--- src/hdl/lattice_cell_and_corner_index_assert.svh ---
// Assertion macros for the lattice cell and corner index block.
`ifndef LATTICE_CELL_AND_CORNER_INDEX_ASSERT_SVH
`define LATTICE_CELL_AND_CORNER_INDEX_ASSERT_SVH

// Antecedent implies consequent in the same cycle, checked outside reset.
`define LCCI_ASSERT_SAME(lbl, clk, rst, ante, cons) \
   lbl: assert property (@(posedge clk) disable iff (rst) (ante) |-> (cons)) \
      else $error("lcci assertion failed");

// Antecedent implies consequent in the next cycle, also checked during reset.
`define LCCI_ASSERT_NEXT(lbl, clk, ante, cons) \
   lbl: assert property (@(posedge clk) (ante) |=> (cons)) \
      else $error("lcci assertion failed");

`endif

--- src/hdl/lcci_pkg.sv ---
// Package with the types and constants of the lattice cell and corner index block.
`timescale 1ns / 1ps
`default_nettype none
package lcci_pkg;

   localparam int POS_W     = 32;
   localparam int LPOS_W    = POS_W + 1;
   localparam int INV_W     = 24;
   localparam int OFS_W     = 16;
   localparam int CNT_W     = 8;
   localparam int PROD_W    = LPOS_W + INV_W;
   localparam int FRAC_W    = 16;
   localparam int REL_W     = PROD_W - FRAC_W + 1;
   localparam int IDX_W     = 22;
   localparam int NUM_IDX   = 8;
   localparam int CSR_IDX_W = 3;
   localparam int CSR_W     = 32;
   localparam int SCALE_STG = 3;
   localparam int INDEX_STG = 3;
   localparam int NUM_STG   = SCALE_STG + INDEX_STG;
   localparam int REQ_W     = 3 * POS_W;
   localparam int RSP_W     = NUM_IDX * IDX_W + 3 * FRAC_W;

   localparam logic [INV_W-1:0] INV_RESET   = 24'd65536;
   localparam logic [CNT_W-1:0] CELLS_RESET = 8'd16;

   typedef enum logic [CSR_IDX_W-1:0] {
      CSR_ORIGIN_X    = 3'd0,
      CSR_ORIGIN_Y    = 3'd1,
      CSR_ORIGIN_Z    = 3'd2,
      CSR_INV_SPACING = 3'd3,
      CSR_GRID_OFFSET = 3'd4,
      CSR_CELLS_X     = 3'd5,
      CSR_CELLS_Y     = 3'd6,
      CSR_CELLS_Z     = 3'd7
   } csr_addr_type;

   typedef struct packed {
      logic [CNT_W-1:0]  cell_num;
      logic [FRAC_W-1:0] frac;
      logic              err;
   } cell_res_type;

endpackage
`default_nettype wire

--- src/hdl/lcci_index.sv ---
// Linear node index of the lower corner and the seven neighbor corners.
`timescale 1ns / 1ps
`default_nettype none
module lcci_index #(
   parameter int PAD_W = 9
) (
   input  wire logic                                             clock,
   input  wire logic [lcci_pkg::INDEX_STG-1:0]                   en,
   input  wire lcci_pkg::cell_res_type                           res_x,
   input  wire lcci_pkg::cell_res_type                           res_y,
   input  wire lcci_pkg::cell_res_type                           res_z,
   input  wire logic [PAD_W-1:0]                                 pad_x,
   input  wire logic [PAD_W-1:0]                                 pad_y,
   output      logic [lcci_pkg::NUM_IDX-1:0][lcci_pkg::IDX_W-1:0] idx,
   output      logic [2:0][lcci_pkg::FRAC_W-1:0]                 frac,
   output      logic                                             status
);

   localparam int IN_W = PAD_W + lcci_pkg::CNT_W + 1;
   localparam int BP_W = PAD_W + IN_W;
   localparam int PL_W = 2 * PAD_W;

   logic [IN_W-1:0]                  inner_ff, inner_in;
   logic [PL_W-1:0]                  plane_ff, plane_in;
   logic [lcci_pkg::CNT_W-1:0]       cx_ff;
   logic [PAD_W-1:0]                 px3_ff, px4_ff;
   logic                             err3_ff, err4_ff;
   logic [2:0][lcci_pkg::FRAC_W-1:0] frac3_ff, frac4_ff;
   logic [BP_W-1:0]                  base_prod;
   logic [lcci_pkg::IDX_W-1:0]       base_ff, base_in;
   logic [lcci_pkg::IDX_W-1:0]       plane4_ff;
   logic [lcci_pkg::IDX_W-1:0]       up, px_w;
   logic [lcci_pkg::NUM_IDX-1:0][lcci_pkg::IDX_W-1:0] idx_ff, idx_in;
   logic [2:0][lcci_pkg::FRAC_W-1:0] frac_ff, frac_in;
   logic                             status_ff, status_in;

   always_comb begin
      inner_in  = IN_W'(res_y.cell_num) + IN_W'(pad_y) * IN_W'(res_z.cell_num);
      plane_in  = PL_W'(pad_x) * PL_W'(pad_y);
      base_prod = BP_W'(px3_ff) * BP_W'(inner_ff);
      base_in   = lcci_pkg::IDX_W'(base_prod) + lcci_pkg::IDX_W'(cx_ff);
   end

   always_comb begin
      up        = base_ff + plane4_ff;
      px_w      = lcci_pkg::IDX_W'(px4_ff);
      status_in = err4_ff;
      if (err4_ff) begin
         idx_in  = '0;
         frac_in = '0;
      end else begin
         idx_in[0] = base_ff;
         idx_in[1] = base_ff + 1'b1;
         idx_in[2] = base_ff + px_w;
         idx_in[3] = base_ff + px_w + 1'b1;
         idx_in[4] = up;
         idx_in[5] = up + 1'b1;
         idx_in[6] = up + px_w;
         idx_in[7] = up + px_w + 1'b1;
         frac_in   = frac4_ff;
      end
   end

   always_ff @(posedge clock) begin
      if (en[0]) begin
         inner_ff <= inner_in;
         plane_ff <= plane_in;
         cx_ff    <= res_x.cell_num;
         px3_ff   <= pad_x;
         err3_ff  <= res_x.err | res_y.err | res_z.err;
         frac3_ff <= {res_z.frac, res_y.frac, res_x.frac};
      end
      if (en[1]) begin
         base_ff   <= base_in;
         plane4_ff <= lcci_pkg::IDX_W'(plane_ff);
         px4_ff    <= px3_ff;
         err4_ff   <= err3_ff;
         frac4_ff  <= frac3_ff;
      end
      if (en[2]) begin
         idx_ff    <= idx_in;
         frac_ff   <= frac_in;
         status_ff <= status_in;
      end
   end

   assign idx    = idx_ff;
   assign frac   = frac_ff;
   assign status = status_ff;

endmodule
`default_nettype wire

--- config.mk ---
export PLATFORM = sky130hd
export DESIGN_NAME = lcci_index
export DESIGN_NICKNAME = d
export VERILOG_FILES = /design/src/hdl/lattice_cell_and_corner_index_assert.svh /design/src/hdl/lcci_pkg.sv /design/src/hdl/lcci_index.sv
export SDC_FILE = /design/constraint.sdc
export NUM_CORES = 1
export LEC_CHECK = 0
export BUFFER_PORTS_ARGS = -buffer_cell sky130_fd_sc_hd__buf_2
export CORE_MARGIN = 3
export CORE_UTILIZATION = 45
export DETAILED_ROUTE_END_ITERATION = 12
export HOLD_SLACK_MARGIN = 0.1
export PLACE_DENSITY = 0.63
export SETUP_SLACK_MARGIN = 0.15
export SYNTH_ARGS = -nofsm -noshare
export SYNTH_HDL_FRONTEND = slang
export SYNTH_SLANG_ARGS = --single-unit
--- constraint.sdc ---
create_clock -name clock -period 13.98 [get_ports clock]
set_input_delay 4.194 -clock clock [delete_from_list [all_inputs] [get_ports clock]]
set_output_delay 4.194 -clock clock [all_outputs]
set_load 0.01 [all_outputs]
==> results of run 1 <==
## layout make-up
| class | instances | area share |
|---|---|---|
| Antenna cell | 1 | 0.0000794 |
| Clock buffer | 59 | 0.0394 |
| Clock inverter | 26 | 0.0118 |
| Inverter | 259 | 0.0309 |
| Multi-Input combinational cell | 1574 | 0.428 |
| Sequential cell | 425 | 0.405 |
| Tap cell | 782 | 0.0311 |
| Timing Repair Buffer | 330 | 0.0540 |
## cells by family (layout without fill, tap and decap cells)
| logic type | after synthesis | in the layout | share of synthesized area |
|---|---|---|---|
| adder cells (fa/ha/maj) | 383 | 383 | 0.232 |
| XOR/XNOR | 168 | 168 | 0.0537 |
| multiplexers | 5 | 5 | 0.00209 |
| flip-flops | 425 | 425 | 0.463 |
| AO/OA/AOI/OAI | 212 | 212 | 0.0514 |
| other | 0 | 1 | 0 |
| buffers and inverters | 335 | 674 | 0.0473 |
| AND/OR/NAND/NOR | 806 | 806 | 0.150 |
## layer usage
layer | up-vias | part of all wire | global-route usage
li1 | 8435 | - | -
met1 | 8844 | 0.43 | 0.274
met2 | 474 | 0.48 | 0.342
met3 | 103 | 0.052 | 0.0299
met4 | 4 | 0.029 | 0.0629
met5 | - | 0.00043 | 0
## critical path: stages
cell      delay (ns)
buf_2           0.28
nand2_1         0.12
fa_1            0.51
fa_1            0.53
inv_1           0.04
ha_1            0.27
inv_1           0.05
fa_1            0.58
inv_1           0.06
ha_1            0.29
a21o_1          0.16
a21oi_1         0.21
o21ai_0         0.11
a21oi_1         0.22
o21ai_0         0.11
a21oi_1         0.23
o21ai_0         0.14
a2111o_1        0.45
a31o_2          0.24
a21oi_1         0.16
xnor2_1         0.08
## layout by cell type, fill, tap and decap left out, types with 101 or more instances in the layout
| cell | count |
|---|---|
| edfxtp_1 | 425 |
| buf_2 | 318 |
| inv_1 | 259 |
| fa_1 | 212 |
| nand2_1 | 208 |
| nor2_1 | 171 |
| ha_1 | 171 |
| and2_1 | 167 |
| xnor2_1 | 110 |
| nor2b_1 | 101 |
## flip-flops by register name, indices dropped and copies added (netlist names), 9 cells and up
signal / cells
base_ff: 22
frac: 48
frac3_ff: 48
frac4_ff: 48
idx: 176
inner_ff: 18
plane4_ff: 18
plane_ff: 18
px3_ff: 9
px4_ff: 9
## final timing paths
path	slack [ns]	start	end	depth (start not counted)
worst max-delay path	5.27	pad_y[4]	inner_ff[16]	21
worst max register to register	7.62	px3_ff[1]	base_ff[20]	20
worst min-delay path	0.41	frac3_ff[24]	frac4_ff[24]	0
worst min register to register	0.41	frac3_ff[24]	frac4_ff[24]	0
## metrics by stage
step,utilization,area [um2],hold slack [ns],cells,worst slack (ns)
2_1_floorplan,-,27500,0.400,2334,5.05
3_3_place_gp,0.494,29900,0.400,3370,4.74
3_5_place_dp,0.494,29900,0.405,3370,4.71
4_1_cts,0.521,31500,0.413,3455,5.30
5_1_grt,0.521,31500,0.416,3456,4.91
6_report,0.521,31500,0.409,3456,5.27
==> flow_summary.yaml, run 1 <==
routing:
  remaining_drc_errors: 0
  drt_pre_antenna_iters: 5
  post_drt_wl_per_cell_um: 18.8
  total_via_count_in_the_routed_design: 17860
  route.final.wire_length_mm: 64.9
  drt-vias-per-instance: 5.17
  ant_nets: 0
  first_iter_violations: 1184
floorplan:
  die_height_um: 253
  design.core.area_um2: 60500
  core.rowCount: 90
  ios: 322
  die_w_um: 253
  initial_core_util: 0.455
  floorplan.die_area_um2: 64200
clocking:
  ctsLongestPathBuffers: 3
  postCtsResizedCells: 0
  holdBufCountCts: 0
  clk-insertion-delay-late_ns: 0.60
  cts_htree_levels: 2
  cts.repair_timing.setup_buffer_count: 0
  root_buffer: "clkbuf_16"
  tritoncts: "yes"
  cts.sink_count: 425
  cts.clk_slew.worst_paths_ns: 0.06
  numCtsBuffers: 48
timing:
  final.min_clock_period_ns: 8.71
  slew_at_the_pin_closest_to_its_max_slew_limit_ns: 1.20
  timing_hold_violations_final: 0
  fmax_ghz: 0.115
  unrepaired_setup_endpoints_after_global_routing: "false"
  slew_violations: 0
  period_share: 0.623
  finalSetupTns_ns: 0
  finalSetupViolations: 0
  timing.slew.headroom: 0.203
  skew_ns: 0.0454
final_layout:
  finish.net_count: 3118
  regArea_um2: 12800
  layout-drive-gt1-share: 0.164
  n_fill_cell: 5283
  multiInputGateArea_um2: 13500
  syn2layout_area_growth_pct: 14.4
synth:
  ys_top_cells_by_count: "edfxtp_1 (425), inv_1 (259), fa_1 (212), nand2_1 (208)"
  synth_warnings: 0
  synth.cell_area_um2: 27500
  synth.largest_area_cell: "edfxtp_1"
  number_of_cells_produced_by_synthesis: 2334
  avgSynthCellArea_um2: 11.8
  netlist_top_cells_area: "edfxtp_1 (46%), fa_1 (15%), ha_1 (7.8%)"
  ys_ff_latch: 425
  asyncSetResetFlopFracSynth: 0
  synth_edf_count: 425
  synth_sequential_area_ratio: 0.463
  synth_flop_cell: "edfxtp_1"
  synth_most_common_cell: "edfxtp_1"
  synth.lib_cells_used.distinct: 88
  post-synth-top-area-fraction: 0.463
  synthesis.nets: 2814
grt:
  number_of_global_route_vias_before_repair: 18534
  largest_net_degree_at_the_start_of_global_routing: 206
  track_usage: 0.204
  grt_first_pass_wirelength_mm: 103
  initial_antenna_violation_count: 3
  globalRoute.totalOverflow: 0
worst_setup_path:
  critical_path_startpoint_category: "primary input"
  cp_data_arrival_time_ns: 9.03
  end_kind: "register"
  critical_path_peak_fanout: 17
  critical_path_class: "in2reg"
  crit_required_ns: 14.30
job:
  maxCapViolCount: 0
place:
  gp_congestion: 0.835
  detailedPlacementHpwl_mm: 49.0
  io_port_bufs: 321
run_status:
  outcome: "finished clean"
worst_hold_path:
  worst_hold_path_type: "reg2reg"
Power of run 1 is left out: the tool's default activity adds up to more than one toggle a clock period on the data nets, which glitch-free logic cannot reach.
==> inputs of run 2 (changes only) <==
--- a/config.mk
+++ b/config.mk
@@ -5,6 +5,7 @@
 export SDC_FILE = /design/constraint.sdc
 export NUM_CORES = 1
 export LEC_CHECK = 0
+export ABC_AREA = 1
 export BUFFER_PORTS_ARGS = -buffer_cell sky130_fd_sc_hd__buf_2
 export CORE_MARGIN = 3
 export CORE_UTILIZATION = 45
==> constraint.sdc (replaced) <==
create_clock -name clock -period 8.55 [get_ports clock]
set_input_delay 2.565 -clock clock [delete_from_list [all_inputs] [get_ports clock]]
set_output_delay 2.565 -clock clock [all_outputs]
set_load 0.01 [all_outputs]
==> run 2 against run 1 <==
Critical path depth did not move. Via count rose by 14%. Routed wire length rose by 5.9%. Hold slack improved by 0.0056 ns. Clock-buffer cell count fell by 5. Global-route usage rose by 0.42 points. Area after synthesis rose by 4.4%. Clock skew fell by 0.016 ns. Worst setup slack got worse by 3.3 ns. Flip-flop and latch count did not move. Die area rose by 4.3%.
==> flow_summary.yaml, run 2 <==
synth:
  synth_sequential_area_ratio: 0.444
  post-synth-top-area-fraction: 0.444
  number_of_cells_produced_by_synthesis: 3033
  synth.cell_area_um2: 28800
  synth_most_common_cell: "nand2_1"
  ys_ff_latch: 425
  avgSynthCellArea_um2: 9.48
  synth_edf_count: 425
  netlist_top_cells_area: "edfxtp_1 (44%), fa_1 (15%), nand2_1 (9.1%)"
  synthesis.nets: 3513
  synth.lib_cells_used.distinct: 44
  ys_top_cells_by_count: "nand2_1 (694), inv_1 (659), edfxtp_1 (425), nor2_1 (254), fa_1 (212)"
  synth.largest_area_cell: "edfxtp_1"
  asyncSetResetFlopFracSynth: 0
  synth_flop_cell: "edfxtp_1"
  synth_warnings: 0
grt:
  initial_antenna_violation_count: 2
  globalRoute.totalOverflow: 0
  largest_net_degree_at_the_start_of_global_routing: 119
  gr-usage-met2: 0.362
  track_usage: 0.208
  grt_first_pass_wirelength_mm: 109
  grt-busiest-layer: "met2"
  met3_usage: 0.0239
  number_of_global_route_vias_before_repair: 20150
  met1_usage: 0.275
final_layout:
  largest_register_ffs: 176
  layout-drive-gt1-share: 0.140
  final_common_cell: "nand2_1"
  n_fill_cell: 5797
  syn2layout_area_growth_pct: 13.7
  finish.net_count: 3801
  layout.cells.most_common_list: "nand2_1 (694), inv_1 (659), edfxtp_1 (425)"
clocking:
  cts_htree_levels: 2
  numCtsBuffers: 47
  ctsLongestPathBuffers: 3
  clk-insertion-delay-late_ns: 0.59
  holdBufCountCts: 0
  cts.sink_count: 425
  postCtsResizedCells: 0
  cts.clk_slew.worst_paths_ns: 0.06
  root_buffer: "clkbuf_16"
  tritoncts: "yes"
  cts.repair_timing.setup_buffer_count: 0
routing:
  total_via_count_in_the_routed_design: 20284
  drt_pre_antenna_iters: 6
  post_drt_wl_per_cell_um: 16.3
  first_iter_violations: 1244
  drt-vias-per-instance: 4.82
  route.final.wire_length_mm: 68.7
  remaining_drc_errors: 0
  ant_nets: 0
worst_setup_path:
  reg2reg_to: "base_ff[20]"
  crit_required_ns: 8.87
  critical_path_startpoint_category: "primary input"
  critical_path_peak_fanout: 17
  reg2reg_setup_slack_ns: 2.40
  cp_data_arrival_time_ns: 6.86
  reg2regPathDepth: 23
  critical_path_class: "in2reg"
  end_kind: "register"
  worst_r2r_startpoint: "px3_ff[2]"
worst_hold_path:
  min_delay_worst_endpoint: "plane4_ff[3]"
  min_delay_path_depth: 0
  holdCritStartpoint: "plane_ff[3]"
  worst_hold_path_type: "reg2reg"
timing:
  timing.slew.headroom: 0.300
  final.min_clock_period_ns: 6.54
  timing_hold_violations_final: 0
  unrepaired_setup_endpoints_after_global_routing: "false"
  finalSetupViolations: 0
  slew_violations: 0
  skew_ns: 0.0293
  slew_at_the_pin_closest_to_its_max_slew_limit_ns: 1.05
  fmax_ghz: 0.153
  period_share: 0.764
  finalSetupTns_ns: 0
place:
  detailedPlacementHpwl_mm: 53.0
  io_port_bufs: 321
  gp_congestion: 0.891
floorplan:
  ios: 322
  floorplan.die_area_um2: 67000
  die_w_um: 259
  die_height_um: 259
  design.core.area_um2: 63200
  initial_core_util: 0.455
  core.rowCount: 92
run_status:
  outcome: "finished clean"
job:
  maxCapViolCount: 0
## run 2: cell count changes after synthesis, sizes merged, moves of 39 or more
cell	before	now
nand2	208	717
inv	259	665
and2	168	1
nor2	171	277
nor2b	102	0
xnor2	110	20
nand3	35	104
o21ai	43	83
a21oi	69	108
## run 2: layer usage
| layer | part of all wire | up-vias |
|---|---|---|
| li1 | - | 10056 |
| met1 | 0.43 | 9654 |
| met2 | 0.50 | 483 |
| met3 | 0.042 | 91 |
| met4 | 0.028 | 0 |
| met5 | 0 | - |
## run 2: layout make-up
| type | count | area, um2 | area share |
|---|---|---|---|
| Antenna cell | 1 | 2.50 | 0.0000765 |
| Clock inverter | 31 | 313 | 0.00957 |
| Tap cell | 846 | 1060 | 0.0324 |
| Clock buffer | 54 | 1200 | 0.0368 |
| Inverter | 665 | 2500 | 0.0764 |
| Multi-Input combinational cell | 1850 | 13200 | 0.402 |
| Timing Repair Buffer | 332 | 1700 | 0.0521 |
| Sequential cell | 425 | 12800 | 0.390 |
## run 2: per-stage QoR
| stage | hold slack (ns) | cell area (um2) | utilization | std cells | setup WS [ns] |
|---|---|---|---|---|---|
| after global placement | 0.400 | 31200 | 0.493 | 4118 | 1.43 |
| after floorplan | 0.400 | 28800 | - | 3033 | 1.56 |
| after global routing | 0.422 | 32700 | 0.517 | 4204 | 1.68 |
| final | 0.415 | 32700 | 0.517 | 4204 | 2.01 |
| after detailed placement | 0.405 | 31200 | 0.493 | 4118 | 1.41 |
| after CTS | 0.413 | 32700 | 0.517 | 4203 | 2.04 |
## run 2: critical path, cell delays in order
cell      delay (ns)
buf_2           0.34
nand2_1         0.14
fa_1            0.55
inv_1           0.05
fa_1            0.51
inv_1           0.06
fa_1            0.52
inv_1           0.05
fa_1            0.43
ha_1            0.36
inv_1           0.08
nor3_1          0.18
a21oi_1         0.13
o21ai_0         0.27
a21oi_1         0.10
o21bai_1        0.20
nand2_1         0.07
nand2_1         0.06
nand2_1         0.04
nand2_1         0.07
xor2_1          0.06
## run 2: cell families after synthesis
group | after synthesis | synth area share
and+or+nand+nor | 1175 | 0.172
buffers and inverters | 758 | 0.0990
DFF | 425 | 0.444
adders and majority gates | 383 | 0.222
AOI/OAI and AO/OA | 215 | 0.0393
xor gates and xnor gates | 75 | 0.0231
muxes | 2 | 0.000783
## run 2: how the worst max path moves through the flow
| stage | endpoint | cells past startpoint | startpoint | slack (ns) |
|---|---|---|---|---|
| after global placement | plane_ff[17] | 21 | pad_y[0] | 1.43 |
| after global routing | plane_ff[17] | 21 | pad_y[0] | 1.68 |
| after CTS | plane_ff[17] | 21 | pad_y[0] | 2.04 |
| after floorplan | plane_ff[17] | 22 | pad_y[0] | 1.56 |
| final | plane_ff[17] | 21 | pad_y[0] | 2.01 |
| after detailed placement | plane_ff[17] | 21 | pad_y[0] | 1.41 |
Power of run 2 is left out for the same reason.
